[src/design/hktr_pkg.sv]
// Shared types and constants for the held-key table and HID report block.
// No dependencies; compiled before every other file of the block.
package hktr_pkg;

   localparam int MAX_HELD_KEYS_DEF = 6;
   localparam int REPORT_SLOTS      = 6;
   localparam int SLOT_W            = 3;
   localparam int KEY_W             = 8;
   localparam int MOD_W             = 8;

   typedef logic [KEY_W-1:0] key_type;
   typedef logic [MOD_W-1:0] mod_type;

   typedef enum logic [1:0] {
      OP_ADD    = 2'd0,
      OP_REMOVE = 2'd1,
      OP_CLEAR  = 2'd2,
      OP_BUILD  = 2'd3
   } op_type;

   typedef enum logic [1:0] {
      ST_IDLE   = 2'd0,
      ST_SCAN   = 2'd1,
      ST_FINISH = 2'd2
   } state_type;

   // Write request from the sequencer to the key table.
   typedef struct packed {
      logic    wr_en;
      key_type wr_data;
   } tab_wr_type;

endpackage

[src/design/hktr_if.sv]
// Valid/ready channel interfaces for request and response items.
// Depends on nothing; compiled after hktr_pkg.
interface hktr_req_if;
   logic       valid;
   logic       ready;
   logic [1:0] opcode;
   logic [7:0] modifier_mask;
   logic [7:0] key_code;

   modport source (output valid, output opcode, output modifier_mask, output key_code,
                   input ready);
   modport sink   (input valid, input opcode, input modifier_mask, input key_code,
                   output ready);
endinterface

interface hktr_rsp_if;
   logic       valid;
   logic       ready;
   logic       accepted;
   logic       table_empty;
   logic [7:0] report_modifiers;
   logic [7:0] report_key0;
   logic [7:0] report_key1;
   logic [7:0] report_key2;
   logic [7:0] report_key3;
   logic [7:0] report_key4;
   logic [7:0] report_key5;

   modport source (output valid, output accepted, output table_empty,
                   output report_modifiers, output report_key0, output report_key1,
                   output report_key2, output report_key3, output report_key4,
                   output report_key5, input ready);
   modport sink   (input valid, input accepted, input table_empty,
                   input report_modifiers, input report_key0, input report_key1,
                   input report_key2, input report_key3, input report_key4,
                   input report_key5, output ready);
endinterface

[src/design/held_key_table_hid_report.sv]
// Held-key table and HID boot keyboard report builder, one response per request.
// Each request walks the table through one shared comparator (release all skips the walk),
// then waits for the output register to be free before its response is written.
// A new item is taken only in idle, once the previous one has written its response;
// a pending response does not block acceptance.
// Reset is synchronous and active high: empty table, no modifiers, no response pending.
module held_key_table_hid_report #(
   parameter int MAX_HELD_KEYS = hktr_pkg::MAX_HELD_KEYS_DEF
) (
   input  logic        clock,
   input  logic        reset,
   hktr_req_if.sink    req_ch,
   hktr_rsp_if.source  rsp_ch
);
   import hktr_pkg::*;

   localparam int IDX_W = (MAX_HELD_KEYS > 1) ? $clog2(MAX_HELD_KEYS) : 1;
   localparam int CNT_W = $clog2(MAX_HELD_KEYS + 1);
   // Width wide enough to compare counts against the six report slots.
   localparam int CMP_W = (CNT_W > SLOT_W) ? CNT_W : SLOT_W;

   // Sequencer and working registers.
   state_type           state_ff, state_in;
   op_type              op_ff, op_in;
   mod_type             mask_ff, mask_in;
   key_type             code_ff, code_in;
   logic [CNT_W-1:0]    idx_ff, idx_in;
   logic                found_ff, found_in;

   // Architectural state: modifiers and fill count of the key table.
   mod_type             mods_ff, mods_in;
   logic [CNT_W-1:0]    count_ff, count_in;

   // Report key slots gathered during the walk of a build request.
   key_type             rpt_ff [REPORT_SLOTS];
   key_type             rpt_in [REPORT_SLOTS];

   // Output register of the response channel.
   logic                rsp_valid_ff, rsp_valid_in;
   logic                rsp_acc_ff, rsp_acc_in;
   logic                rsp_empty_ff, rsp_empty_in;
   mod_type             rsp_mods_ff, rsp_mods_in;
   key_type             rsp_key_ff [REPORT_SLOTS];
   key_type             rsp_key_in [REPORT_SLOTS];

   // Key table ports.
   logic [IDX_W-1:0]    rd_addr;
   key_type             rd_data;
   logic [IDX_W-1:0]    wr_addr;
   tab_wr_type          tab_wr;

   // Shared compare unit and helpers.
   logic                hit;
   logic [CNT_W-1:0]    idx_prev;
   logic [CMP_W-1:0]    idx_x;
   logic [CMP_W-1:0]    cnt_x;
   logic                add_new;
   logic                table_full;
   logic                rpt_insert;
   logic                out_free;

   hktr_keytab #(
      .MAX_HELD_KEYS (MAX_HELD_KEYS)
   ) u_keytab (
      .clock   (clock),
      .rd_addr (rd_addr),
      .rd_data (rd_data),
      .wr_addr (wr_addr),
      .wr      (tab_wr)
   );

   // The table is walked one entry per cycle at the scan index.
   assign rd_addr    = idx_ff[IDX_W-1:0];
   assign hit        = (rd_data == code_ff);
   assign idx_prev   = idx_ff - CNT_W'(1);
   assign idx_x      = CMP_W'(idx_ff);
   assign cnt_x      = CMP_W'(count_ff);
   assign add_new    = (code_ff != '0) && !found_ff;
   assign table_full = (count_ff == CNT_W'(MAX_HELD_KEYS));
   // The given key joins the report only when it is new and a slot is still free.
   assign rpt_insert = add_new && (cnt_x < CMP_W'(REPORT_SLOTS));
   assign out_free   = !rsp_valid_ff || rsp_ch.ready;

   assign req_ch.ready = (state_ff == ST_IDLE);

   assign rsp_ch.valid            = rsp_valid_ff;
   assign rsp_ch.accepted         = rsp_acc_ff;
   assign rsp_ch.table_empty      = rsp_empty_ff;
   assign rsp_ch.report_modifiers = rsp_mods_ff;
   assign rsp_ch.report_key0      = rsp_key_ff[0];
   assign rsp_ch.report_key1      = rsp_key_ff[1];
   assign rsp_ch.report_key2      = rsp_key_ff[2];
   assign rsp_ch.report_key3      = rsp_key_ff[3];
   assign rsp_ch.report_key4      = rsp_key_ff[4];
   assign rsp_ch.report_key5      = rsp_key_ff[5];

   always_ff @(posedge clock) begin
      if (reset) begin
         state_ff <= ST_IDLE;
      end else begin
         state_ff <= state_in;
      end
   end

   always_ff @(posedge clock) begin
      if (reset) begin
         mods_ff      <= '0;
         count_ff     <= '0;
         rsp_valid_ff <= 1'b0;
      end else begin
         mods_ff      <= mods_in;
         count_ff     <= count_in;
         rsp_valid_ff <= rsp_valid_in;
      end
      op_ff        <= op_in;
      mask_ff      <= mask_in;
      code_ff      <= code_in;
      idx_ff       <= idx_in;
      found_ff     <= found_in;
      rpt_ff       <= rpt_in;
      rsp_acc_ff   <= rsp_acc_in;
      rsp_empty_ff <= rsp_empty_in;
      rsp_mods_ff  <= rsp_mods_in;
      rsp_key_ff   <= rsp_key_in;
   end

   always_comb begin
      state_in     = state_ff;
      op_in        = op_ff;
      mask_in      = mask_ff;
      code_in      = code_ff;
      idx_in       = idx_ff;
      found_in     = found_ff;
      mods_in      = mods_ff;
      count_in     = count_ff;
      rpt_in       = rpt_ff;
      rsp_acc_in   = rsp_acc_ff;
      rsp_empty_in = rsp_empty_ff;
      rsp_mods_in  = rsp_mods_ff;
      rsp_key_in   = rsp_key_ff;
      wr_addr      = '0;
      tab_wr       = '0;

      // The downstream side drains the output register independently.
      rsp_valid_in = rsp_valid_ff && !rsp_ch.ready;

      case (state_ff)
         ST_IDLE: begin
            if (req_ch.valid) begin
               op_in    = op_type'(req_ch.opcode);
               mask_in  = req_ch.modifier_mask;
               code_in  = req_ch.key_code;
               idx_in   = '0;
               found_in = 1'b0;
               for (int k = 0; k < REPORT_SLOTS; k++) begin
                  rpt_in[k] = '0;
               end
               state_in = (op_type'(req_ch.opcode) == OP_CLEAR) ? ST_FINISH : ST_SCAN;
            end
         end

         ST_SCAN: begin
            if (idx_ff == count_ff) begin
               state_in = ST_FINISH;
            end else begin
               // Once the removed key is found, each later entry moves down one place.
               if ((op_ff == OP_REMOVE) && found_ff) begin
                  wr_addr        = idx_prev[IDX_W-1:0];
                  tab_wr.wr_en   = 1'b1;
                  tab_wr.wr_data = rd_data;
               end
               if (hit) begin
                  found_in = 1'b1;
               end
               if ((op_ff == OP_BUILD) && (idx_x < CMP_W'(REPORT_SLOTS))) begin
                  rpt_in[idx_x[SLOT_W-1:0]] = rd_data;
               end
               idx_in = idx_ff + CNT_W'(1);
            end
         end

         ST_FINISH: begin
            if (out_free) begin
               rsp_acc_in  = 1'b1;
               rsp_mods_in = '0;
               for (int k = 0; k < REPORT_SLOTS; k++) begin
                  rsp_key_in[k] = '0;
               end

               case (op_ff)
                  OP_ADD: begin
                     mods_in = mods_ff | mask_ff;
                     if (add_new) begin
                        if (table_full) begin
                           rsp_acc_in = 1'b0;
                        end else begin
                           wr_addr        = count_ff[IDX_W-1:0];
                           tab_wr.wr_en   = 1'b1;
                           tab_wr.wr_data = code_ff;
                           count_in       = count_ff + CNT_W'(1);
                        end
                     end
                  end
                  OP_REMOVE: begin
                     mods_in = mods_ff & ~mask_ff;
                     if (found_ff) begin
                        count_in = count_ff - CNT_W'(1);
                     end
                  end
                  OP_CLEAR: begin
                     mods_in  = '0;
                     count_in = '0;
                  end
                  OP_BUILD: begin
                     rsp_mods_in = mods_ff | mask_ff;
                     for (int k = 0; k < REPORT_SLOTS; k++) begin
                        if (rpt_insert && (cnt_x == CMP_W'(k))) begin
                           rsp_key_in[k] = code_ff;
                        end else begin
                           rsp_key_in[k] = rpt_ff[k];
                        end
                     end
                  end
                  default: begin
                     mods_in = mods_ff;
                  end
               endcase

               rsp_empty_in = (mods_in == '0) && (count_in == '0);
               rsp_valid_in = 1'b1;
               state_in     = ST_IDLE;
            end
         end

         default: begin
            state_in = ST_IDLE;
         end
      endcase
   end

endmodule

[src/design/hktr_keytab.sv]
// Held keycode table: one read port at the scan index, one write port.
// Depends on hktr_pkg.
module hktr_keytab #(
   parameter int MAX_HELD_KEYS = hktr_pkg::MAX_HELD_KEYS_DEF,
   localparam int IDX_W = (MAX_HELD_KEYS > 1) ? $clog2(MAX_HELD_KEYS) : 1
) (
   input  logic                   clock,
   input  logic [IDX_W-1:0]       rd_addr,
   output hktr_pkg::key_type      rd_data,
   input  logic [IDX_W-1:0]       wr_addr,
   input  hktr_pkg::tab_wr_type   wr
);
   import hktr_pkg::*;

   key_type keys_ff [MAX_HELD_KEYS];

   // Entries at or beyond the fill count are never read, so no reset.
   always_ff @(posedge clock) begin
      if (wr.wr_en) begin
         keys_ff[wr_addr] <= wr.wr_data;
      end
   end

   assign rd_data = keys_ff[rd_addr];

endmodule

[src/flat_wrapper.sv]
// flat-port wrapper written by rule: the top's interface ports become plain ports
module held_key_table_hid_report_flat import hktr_pkg::*;
#(
   parameter int MAX_HELD_KEYS = hktr_pkg::MAX_HELD_KEYS_DEF
)
  (clock, reset, req_ch_valid, req_ch_opcode, req_ch_modifier_mask, req_ch_key_code, req_ch_ready, rsp_ch_valid, rsp_ch_accepted, rsp_ch_table_empty, rsp_ch_report_modifiers, rsp_ch_report_key0, rsp_ch_report_key1, rsp_ch_report_key2, rsp_ch_report_key3, rsp_ch_report_key4, rsp_ch_report_key5, rsp_ch_ready);
  hktr_req_if req_ch_i ();
  hktr_rsp_if rsp_ch_i ();
  input  logic clock;
  input  logic reset;
  input wire logic [$bits(req_ch_i.valid)-1:0] req_ch_valid;
  input wire logic [$bits(req_ch_i.opcode)-1:0] req_ch_opcode;
  input wire logic [$bits(req_ch_i.modifier_mask)-1:0] req_ch_modifier_mask;
  input wire logic [$bits(req_ch_i.key_code)-1:0] req_ch_key_code;
  output wire logic [$bits(req_ch_i.ready)-1:0] req_ch_ready;
  output wire logic [$bits(rsp_ch_i.valid)-1:0] rsp_ch_valid;
  output wire logic [$bits(rsp_ch_i.accepted)-1:0] rsp_ch_accepted;
  output wire logic [$bits(rsp_ch_i.table_empty)-1:0] rsp_ch_table_empty;
  output wire logic [$bits(rsp_ch_i.report_modifiers)-1:0] rsp_ch_report_modifiers;
  output wire logic [$bits(rsp_ch_i.report_key0)-1:0] rsp_ch_report_key0;
  output wire logic [$bits(rsp_ch_i.report_key1)-1:0] rsp_ch_report_key1;
  output wire logic [$bits(rsp_ch_i.report_key2)-1:0] rsp_ch_report_key2;
  output wire logic [$bits(rsp_ch_i.report_key3)-1:0] rsp_ch_report_key3;
  output wire logic [$bits(rsp_ch_i.report_key4)-1:0] rsp_ch_report_key4;
  output wire logic [$bits(rsp_ch_i.report_key5)-1:0] rsp_ch_report_key5;
  input wire logic [$bits(rsp_ch_i.ready)-1:0] rsp_ch_ready;
  assign req_ch_i.valid = req_ch_valid;
  assign req_ch_i.opcode = req_ch_opcode;
  assign req_ch_i.modifier_mask = req_ch_modifier_mask;
  assign req_ch_i.key_code = req_ch_key_code;
  assign req_ch_ready = req_ch_i.ready;
  assign rsp_ch_valid = rsp_ch_i.valid;
  assign rsp_ch_accepted = rsp_ch_i.accepted;
  assign rsp_ch_table_empty = rsp_ch_i.table_empty;
  assign rsp_ch_report_modifiers = rsp_ch_i.report_modifiers;
  assign rsp_ch_report_key0 = rsp_ch_i.report_key0;
  assign rsp_ch_report_key1 = rsp_ch_i.report_key1;
  assign rsp_ch_report_key2 = rsp_ch_i.report_key2;
  assign rsp_ch_report_key3 = rsp_ch_i.report_key3;
  assign rsp_ch_report_key4 = rsp_ch_i.report_key4;
  assign rsp_ch_report_key5 = rsp_ch_i.report_key5;
  assign rsp_ch_i.ready = rsp_ch_ready;
  held_key_table_hid_report #(.MAX_HELD_KEYS(MAX_HELD_KEYS)) u_core (.clock(clock), .reset(reset), .req_ch(req_ch_i), .rsp_ch(rsp_ch_i));
endmodule
[config.mk]
export PLATFORM = sky130hd
export DESIGN_NAME = held_key_table_hid_report_flat
export DESIGN_NICKNAME = d
export VERILOG_FILES = /design/src/design/hktr_pkg.sv /design/src/design/hktr_if.sv /design/src/design/held_key_table_hid_report.sv /design/src/design/hktr_keytab.sv /design/src/flat_wrapper.sv
export SDC_FILE = /design/constraint.sdc
export NUM_CORES = 1
export LEC_CHECK = 0
export BUFFER_PORTS_ARGS = -buffer_cell sky130_fd_sc_hd__clkbuf_2
export CORE_MARGIN = 2
export CORE_UTILIZATION = 40
export DETAILED_ROUTE_END_ITERATION = 10
export PLACE_DENSITY = 0.66
export SKIP_LAST_GASP = 1
export SYNTH_ARGS = -nofsm -noshare
export SYNTH_HDL_FRONTEND = slang
export SYNTH_SLANG_ARGS = --single-unit
export TNS_END_PERCENT = 100
[constraint.sdc]
create_clock -name clock -period 5.4 [get_ports clock]
set_input_delay 0.81 -clock clock [delete_from_list [all_inputs] [get_ports clock]]
set_output_delay 0.81 -clock clock [all_outputs]
set_load 0.01 [all_outputs]
Word-level counts from Yosys, hierarchy flattened
Memory sizes are Yosys's and may differ from the RTL's. A register that Yosys moved wholly into a read port is not among the register bits.
Index checks and enable logic that the tools add are counted.
W data, S select, Z words.
{ "op_classes": {"n_addsub": 4, "n_lt_le_gt_ge": 4, "eq_ne": 20, "n_mux": 54, "bitwise_logic": 4, "reduce_logical": 31} }
{ "ops": {"columns": ["op", "count"], "rows": [
  ["$mux W48", 3],
  ["$pmux W48 S2", 1],
  ["$mux W8", 9],
  ["$mux W9", 6],
  ["$bwmux W48", 1],
  ["$mux W3", 14],
  ["$demux W8 S3", 1],
  ["$pmux W8 S3", 1],
  ["$pmux W9 S2", 1],
  ["$logic_and A1 B1 Y1", 13],
  ["$pmux W3 S2", 2],
  ["$eq A3 B3 Y1 const B", 3],
  ["$pmux W3 S3", 1],
  ["$and A8 B8 Y8", 1],
  ["$eq A2 B2 Y1 const B", 4],
  ["$eq A8 B8 Y1", 1],
  ["$logic_not A8 Y1", 1],
  ["$mux W1", 8],
  ["$mux W2", 4],
  ["$ne A2 B1 Y1 const B", 4],
  ["$not A8 Y8", 1],
  ["$or A8 B8 Y8", 1],
  ["$reduce_and A4 Y1", 2],
  ["$reduce_bool A8 Y1", 1],
  ["other kinds (20)", 33]
]} }
{ "word_totals": {"register_bits": 142, "ram_bits": 48, "input_bits": 22, "output_inout_bits": 60, "elab_cells": 142, "memories": 1} }
{ "mem_list": {"columns": ["memory", "words", "width", "rd", "rd_ports_with_merged_regs", "wr", "line_no", "source"], "rows": [
  ["u_core.u_keytab.keys_ff", 6, 8, 1, 1, 1, "hktr_keytab.sv:15", "key_type keys_ff [MAX_HELD_KEYS];"]
]} }

Depth between registers and ports, before layout
Gate-level depths: netlist of the first run.
{ "depth": {"ltp_word": 9, "ltp_mapped": 9, "mapped_depth_nobuf": 8} }

By module
Synthesis of the first run repeated with hierarchy kept, for this count alone.
{ "hier_totals": {"hier_cells": 692, "area_unflattened_um2": 9051.2} }
{ "by_module_without_submodules": {"columns": ["module", "instances", "cells_per_inst", "area_each_um2", "seq_area_each_um2"], "rows": [
  ["held_key_table_hid_report", 1, 587, 7133.1, 4124.0],
  ["hktr_keytab", 1, 105, 1918.1, 1441.4]
]} }

Least setup slack after synthesis of the first run
Ideal clock, no wire load.
{ "synth_path": {"kind": "in2reg", "startpoint": "input req_ch_valid", "endpoint": "register u_core.rpt_ff[0] (netlist name) (enable)", "setup_time_ns": 0.470, "arrival_time_ns": 3.482, "t_required_ns": 4.930, "setup_slack_ns": 1.448, "path_stages": 4, "n_path_buf": 0, "path_cell_list": "nor2b_1 -> nor2_1 -> o21ai_1 -> a21oi_1"} }
{ "synth_between": {"elab_chain_cells": 2} }
{ "synth_lines": {"columns": ["element", "line_no", "source"], "rows": [
  ["start, declared", "flat_wrapper.sv:11", "input wire logic [$bits(req_ch_i.valid)-1:0] req_ch_valid;"],
  ["$ne A2 B2 Y1 (no line)", null, null],
  ["$reduce_and A4 Y1 (no line)", null, null],
  ["end signal, assigned", "held_key_table_hid_report.sv:120", "rpt_ff <= rpt_in;"],
  ["end, declared", "held_key_table_hid_report.sv:35", "key_type rpt_ff [REPORT_SLOTS];"]
]} }
No other way between the ends.
A chain may end at the register's enable or synchronous reset.

Worst setup path after layout of the first run
{ "layout_path": {"startpoint": "register u_core.state_ff[1]", "endpoint": "memory u_core.u_keytab.keys_ff[2][3] (netlist name) (enable)"} }
{ "layout_between": {"elab_chain_cells": 4} }
{ "layout_lines": {"columns": ["element", "line_no", "source"], "rows": [
  ["start, declared", "held_key_table_hid_report.sv:23", "state_type state_ff, state_in;"],
  ["start signal, assigned", "held_key_table_hid_report.sv:101", "state_ff <= state_in;"],
  ["$eq A2 B2 Y1 or $eq A2 B1 Y1 (tied branches)", "held_key_table_hid_report.sv:147", "case (state_ff)"],
  ["$pmux W9 S2", "held_key_table_hid_report.sv:147", null],
  ["$mux W1", "hktr_keytab.sv:19", "if (wr.wr_en) begin"],
  ["$mux W1 (not written as such)", "hktr_keytab.sv:20", "keys_ff[wr_addr] <= wr.wr_data;"],
  ["end, declared", "hktr_keytab.sv:15", null]
]} }
Several ways; a longest one is shown, not always the timed one.

==> results of run 1 <==
[layout make-up]
| cell class | count | area, um2 | share of cell area (%) |
|---|---|---|---|
| clock inverters | 13 | 175 | 1.73 |
| clock buffers | 19 | 433 | 4.27 |
| multi-input cells | 456 | 3050 | 30.1 |
| repair buffers | 87 | 450 | 4.44 |
| well taps | 280 | 350 | 3.45 |
| flip-flops and latches | 193 | 5630 | 55.4 |
| inverters | 16 | 60.1 | 0.592 |
[kinds of logic after synthesis]
logic type,count (synthesis)
buffers and inverters,69
AOI/OAI and AO/OA,105
DFF,193
xor gates and xnor gates,9
muxes,100
and+or+nand+nor,230
adders and majority gates,12
[power breakdown]
part | switching, uW | internal (uW)
sequential | 340 | 2230
clock | 576 | 741
combinational | 1140 | 648
total | 2060 | 3620
[state kept, by name (all words and copies together) (netlist names), 2 cells and up, named ones only]
| register | cells |
|---|---|
| u_core.rpt_ff | 48 |
| u_core.rsp_ch.report_key4 | 8 |
| u_core.rsp_ch.report_key1 | 8 |
| u_core.rsp_ch.report_key0 | 8 |
| u_core.mask_ff | 8 |
| u_core.rsp_ch.report_modifiers | 8 |
| u_core.rsp_ch.report_key5 | 8 |
| u_core.code_ff | 8 |
| u_core.rsp_ch.report_key2 | 8 |
| u_core.op_ff | 2 |
| u_core.cnt_x | 3 |
| u_core.idx_ff | 3 |
| u_core.rsp_ch.report_key3 | 8 |
| u_core.state_ff | 2 |
| u_core.mods_ff | 8 |
| u_core.u_keytab.keys_ff | 48 |
[worst register-to-register path, delay by kind of cell (launching register included)]
kind	cells	cell delay [ns]
compound gates	1	0.34
fa+ha+maj	1	0.32
buf+inv	3	0.65
flops	1	0.36
simple gates	2	1.16
[synthesized netlist by cell type, drive strengths merged (8+ instances only)]
library cell and count:
xnor2 8, a22oi 9, buf 31, nand2 29, o21ai 24, clkbuf 22, edfxtp 176, a211oi 32
and3 10, ha 12, and2 8, a21oi 8, inv 15, mux2i 95, nor2 146, dfxtp 17
[worst min-delay path by stage]
stage	from	to	slack, ns	cells past startpoint
2_1_floorplan	u_core.mods_ff[3]$_SDFFE_PP0P_	u_core.mods_ff[3]$_SDFFE_PP0P_	0.46	2
3_3_place_gp	u_core.mods_ff[5]$_SDFFE_PP0P_	u_core.mods_ff[5]$_SDFFE_PP0P_	0.49	2
3_5_place_dp	u_core.mods_ff[5]$_SDFFE_PP0P_	u_core.mods_ff[5]$_SDFFE_PP0P_	0.50	2
4_1_cts	u_core.mods_ff[5]$_SDFFE_PP0P_	u_core.mods_ff[5]$_SDFFE_PP0P_	0.51	2
5_1_grt	req_ch_modifier_mask[4]	u_core.mask_ff[4]$_DFFE_PP_	0.53	1
6_report	u_core.mods_ff[5]$_SDFFE_PP0P_	u_core.mods_ff[5]$_SDFFE_PP0P_	0.51	2
[stage by stage]
stage / worst slack, ns / cells
CTS: 2.17 / 1064
floorplan: 1.45 / 718
global route: 1.88 / 1064
finish: 2.17 / 1064
global placement: 1.99 / 1032
detailed placement: 1.92 / 1032
[per-layer routing]
layer,track usage [%],vias to the layer above,share of wire (%)
met5,0,-,0
met4,5.03,0,1.4
li1,-,2726,-
met1,25.1,2758,47
met3,2.72,22,4.6
met2,26.5,168,47
==> metrics.yaml, run 1 <==
critical_path_class: "flop to flop"
endpoint_kind: "flop"
async_reset_ff_share_pct: 0
critPathBufInv: 3
cp.required_ns: 5.45
ant_nets: 0
status: "complete, no violations"
yosys_most_used_dff: "edfxtp_1"
synthAdderAreaFrac_pct: 1.66
cts_max_level: 4
rr_startpoint: "u_core.state_ff[1]$_SDFFE_PP0P_"
final_util_pct: 46.2
yosysSeqAreaShare_pct: 62.3
crit_start: "u_core.state_ff[1]$_SDFFE_PP0P_"
synth-simple-area-share_pct: 11.4
num_rows: 54
cts_made_buffers: 17
synth-edff-count: 176
total_leakage_power_uw: 0.00351
power_density_nw_per_um2: 559
synth_top_family_by_area: "multiplexers"
setup_viol: 0
hpwl_um: 13200
grt_pass1_wl_um: 31400
fin_crit_sh_pct: 59.8
cts_setup_buffers: 0
fin_setup_tns_ns: 0
die_h_um: 154
num_vias: 5674
placed_area_um2: 9540
syn_nets: 752
drt_iter0_drc: 574
syn_area_per_cell_um2: 12.6
avgRoutedWirePerCell_um: 18.7
first_pass_iters: 5
drive_gt1_share_pct: 17.3
path_clk_slew_ns: 0.08
final_common_cell: "edfxtp_1"
startpoint_type: "flop"
rsz0062_at_grt: "false"
wl_um: 19900
crit_path_end: "u_core.u_keytab.keys_ff[2][3]$_DFFE_PP_"
synth_compound_area_share_pct: 8.32
synth_area_leader_cell: "edfxtp_1"
syn_area_um2: 9020
ios: 82
synth_xor_area_share_pct: 0.873
synthCells: 718
final_cell_mix: "edfxtp_1, nor2_1, mux2i_1"
min_period_ns: 3.23
skew_ns: 0.0130
cts_resized: 0
post-route-drc-count: 0
cts_tree: "built"
crit_chain: "inv_1, ha_1, clkinv_1, buf_4, nor2_1, a32oi_1, nor3b_1"
finalHoldViolCount: 0
arrival_ns: 3.28
max_freq_mhz: 310
clockBufferDepth: 2
fin_nets: 805
overflow: 0
synth_top_area_share_pct: 58.6
place.gp.congestion: 0.820
slew_viol_final: 0
netlist_top_cells_area: "edfxtp_1, mux2i_1, nor2_1"
yosys.cell_types.count: 62
vias_per_cell: 5.33
timing.rr.end: "u_core.u_keytab.keys_ff[2][3]$_DFFE_PP_"
cpMaxStageDelayCell: "nor3b_1"
start_util_pct: 41.1
r2r_setup_slack_ns: 2.17
antenna_found_initial: 0
nFillCells: 1969
design_area_um2: 10100
max_stage_delay_ns: 0.99
hold_buffers: 0
dieArea_um2: 23800
io_buffers: 81
core_um2: 22000
cp.depth: 7
min_path_type: "flop to flop"
crit_fanout: 52
areaGrowthSynthToFinish_pct: 12.4
synthMuxAreaShare_pct: 11.4
drv_cap: 0
n_antenna_cell: 0
cts_sinks: 193
path_delay_family: "simple AND/OR/NAND/NOR gates"
insertion_delay_ns: 0.44
dieWidth_um: 154
yosysWarnings: 0
tightest_slew_ns: 1.19
whs_ns: 0.506
total_power_uw: 5680
cts-root-buf: "clkbuf_16"
grt_max_degree: 65
grt_pass1_vias: 5435
peakVddDrop_mv: 0.330
relSlewSlack_pct: 20.2
synth-seq-cells: 193
track_usage_pct: 17.2
r2r_cells: 7
No activity file was read; power rests on OpenSTA's default activity.
==> run 2, diff against run 1 <==
- PLACE_DENSITY: 0.66 -> 0.69
- clock period: 5.4 -> 2.6 ns (I/O delays scaled with it)
==> run 2 against run 1 <==
  * Combinational power rose by 140%
  * Worst hold slack got worse by 0.38 ns
  * Via count rose by 0.28%
  * Maximum frequency rose by 40%
  * Cell area rose by 4.2%
  * Highest routed layer unchanged
  * Die area did not move
  * Sequential share of layout area fell by 2.2 points
  * Wire length fell by 4.7%
  * Clock power rose by 110%
  * Core utilization rose by 1.9 points
  * Sequential power rose by 98%
==> metrics.yaml, run 2 (synthesis gave the netlist of run 1 again) <==
tightest_slew_ns: 0.763
crit_chain: "ha_1, nand2_1, ha_1, a32oi_4, nor3b_4"
min_period_ns: 2.30
power_density_nw_per_um2: 1140
arrival_ns: 2.37
grt_max_degree: 62
place.gp.congestion: 0.786
first_pass_iters: 5
clockBufferDepth: 2
multi_input_area_um2: 3170
n_antenna_cell: 0
critical_path_class: "flop to flop"
timing.final.ws_setup_ns: 0.301
die_h_um: 154
final_util_pct: 48.1
cts_setup_buffers: 0
cp.required_ns: 2.67
place_ws_ns: 0.289
insertion_delay_ns: 0.43
antenna_found_initial: 0
regArea_um2: 5630
ant_nets: 0
dieWidth_um: 154
dieArea_um2: 23800
skew_ns: 0.0121
start_util_pct: 41.1
cts_max_level: 4
cts_resized: 0
slew_viol_final: 0
fin_nets: 839
nFillCells: 1937
cts-root-buf: "clkbuf_16"
crit_fanout: 9
endpoint_kind: "flop"
num_vias: 5690
peakVddDrop_mv: 0.696
critPathBufInv: 0
total_leakage_power_uw: 0.00372
cts_sinks: 193
final_cell_mix: "edfxtp_1, nor2_1, mux2i_1"
core_um2: 22000
cts_tree: "built"
final_common_cell: "edfxtp_1"
whs_ns: 0.130
num_rows: 54
min_path_type: "primary input to flop"
fin_crit_sh_pct: 88.4
status: "complete, no violations"
vias_per_cell: 5.18
grt_pass1_vias: 5533
setup_viol: 0
relSlewSlack_pct: 49.2
ios: 82
top_regs: "u_core.rpt_ff (48), u_core.u_keytab.keys_ff (48)"
critical_path.most_common_cell: "ha_1"
wl_um: 19000
rsz0062_at_grt: "false"
avgRoutedWirePerCell_um: 17.3
cpMaxStageDelayCell: "dfxtp_1"
final_cell_count_no_fill: 1098
startpoint_type: "flop"
hold_buffers: 0
overflow: 0
drive_gt1_share_pct: 22.7
areaGrowthSynthToFinish_pct: 17.1
io_buffers: 81
fin_setup_tns_ns: 0
max_freq_mhz: 435
track_usage_pct: 16.2
path_delay_family: "simple AND/OR/NAND/NOR gates"
path_clk_slew_ns: 0.07
hpwl_um: 13300
grt_pass1_wl_um: 30000
drv_cap: 0
post-route-drc-count: 0
dp_cells: 1066
drt_iter0_drc: 534
cts_made_buffers: 17
max_stage_delay_ns: 0.57
finalHoldViolCount: 0
==> run 2: cell type report <==
| cell class | count | area share (%) |
|---|---|---|
| inverter | 16 | 0.604 |
| multi-input combinational | 456 | 30.0 |
| timing repair buffer | 121 | 6.91 |
| clock buffer | 20 | 4.23 |
| sequential | 193 | 53.2 |
| clock inverter | 12 | 1.69 |
| tap | 280 | 3.31 |
==> run 2: path summary, 6_finish.rpt <==
path                                       start                                      end  slack, ns  cells past startpoint
hold reg to reg   u_core.mods_ff[3]$_SDFFE_PP0P_           u_core.mods_ff[3]$_SDFFE_PP0P_       0.50                      2
hold / removal           req_ch_modifier_mask[0]              u_core.mask_ff[0]$_DFFE_PP_       0.13                      1
setup reg to reg    u_core.cnt_x[1]$_SDFFE_PP0P_  u_core.u_keytab.keys_ff[2][2]$_DFFE_PP_       0.30                      5
setup / recovery    u_core.cnt_x[1]$_SDFFE_PP0P_  u_core.u_keytab.keys_ff[2][2]$_DFFE_PP_       0.30                      5
==> run 2: layer usage <==
metal / wire length, um / track usage [%] / up-vias
met3: 922 / 3.61 / 17
met1: 8700 / 22.2 / 2700
li1: - / - / 2806
met4: 214 / 4.23 / 0
met5: 0 / 0 / -
met2: 9160 / 26.2 / 167
==> run 2: report_power, final <==
group	switching (uW)	internal (uW)	total [uW]
registers	470	4630	5100
clock network	1140	1650	2790
logic	2600	1610	4210
total	4220	7880	12100
==> run 2: per-stage QoR <==
step | power [uW] | area (um2)
after floorplan | 8030 | 9170
after global placement | 9290 | 9940
after detailed placement | 9380 | 9940
after CTS | 12200 | 10600
after global routing | 12800 | 10600
final | 12100 | 10600
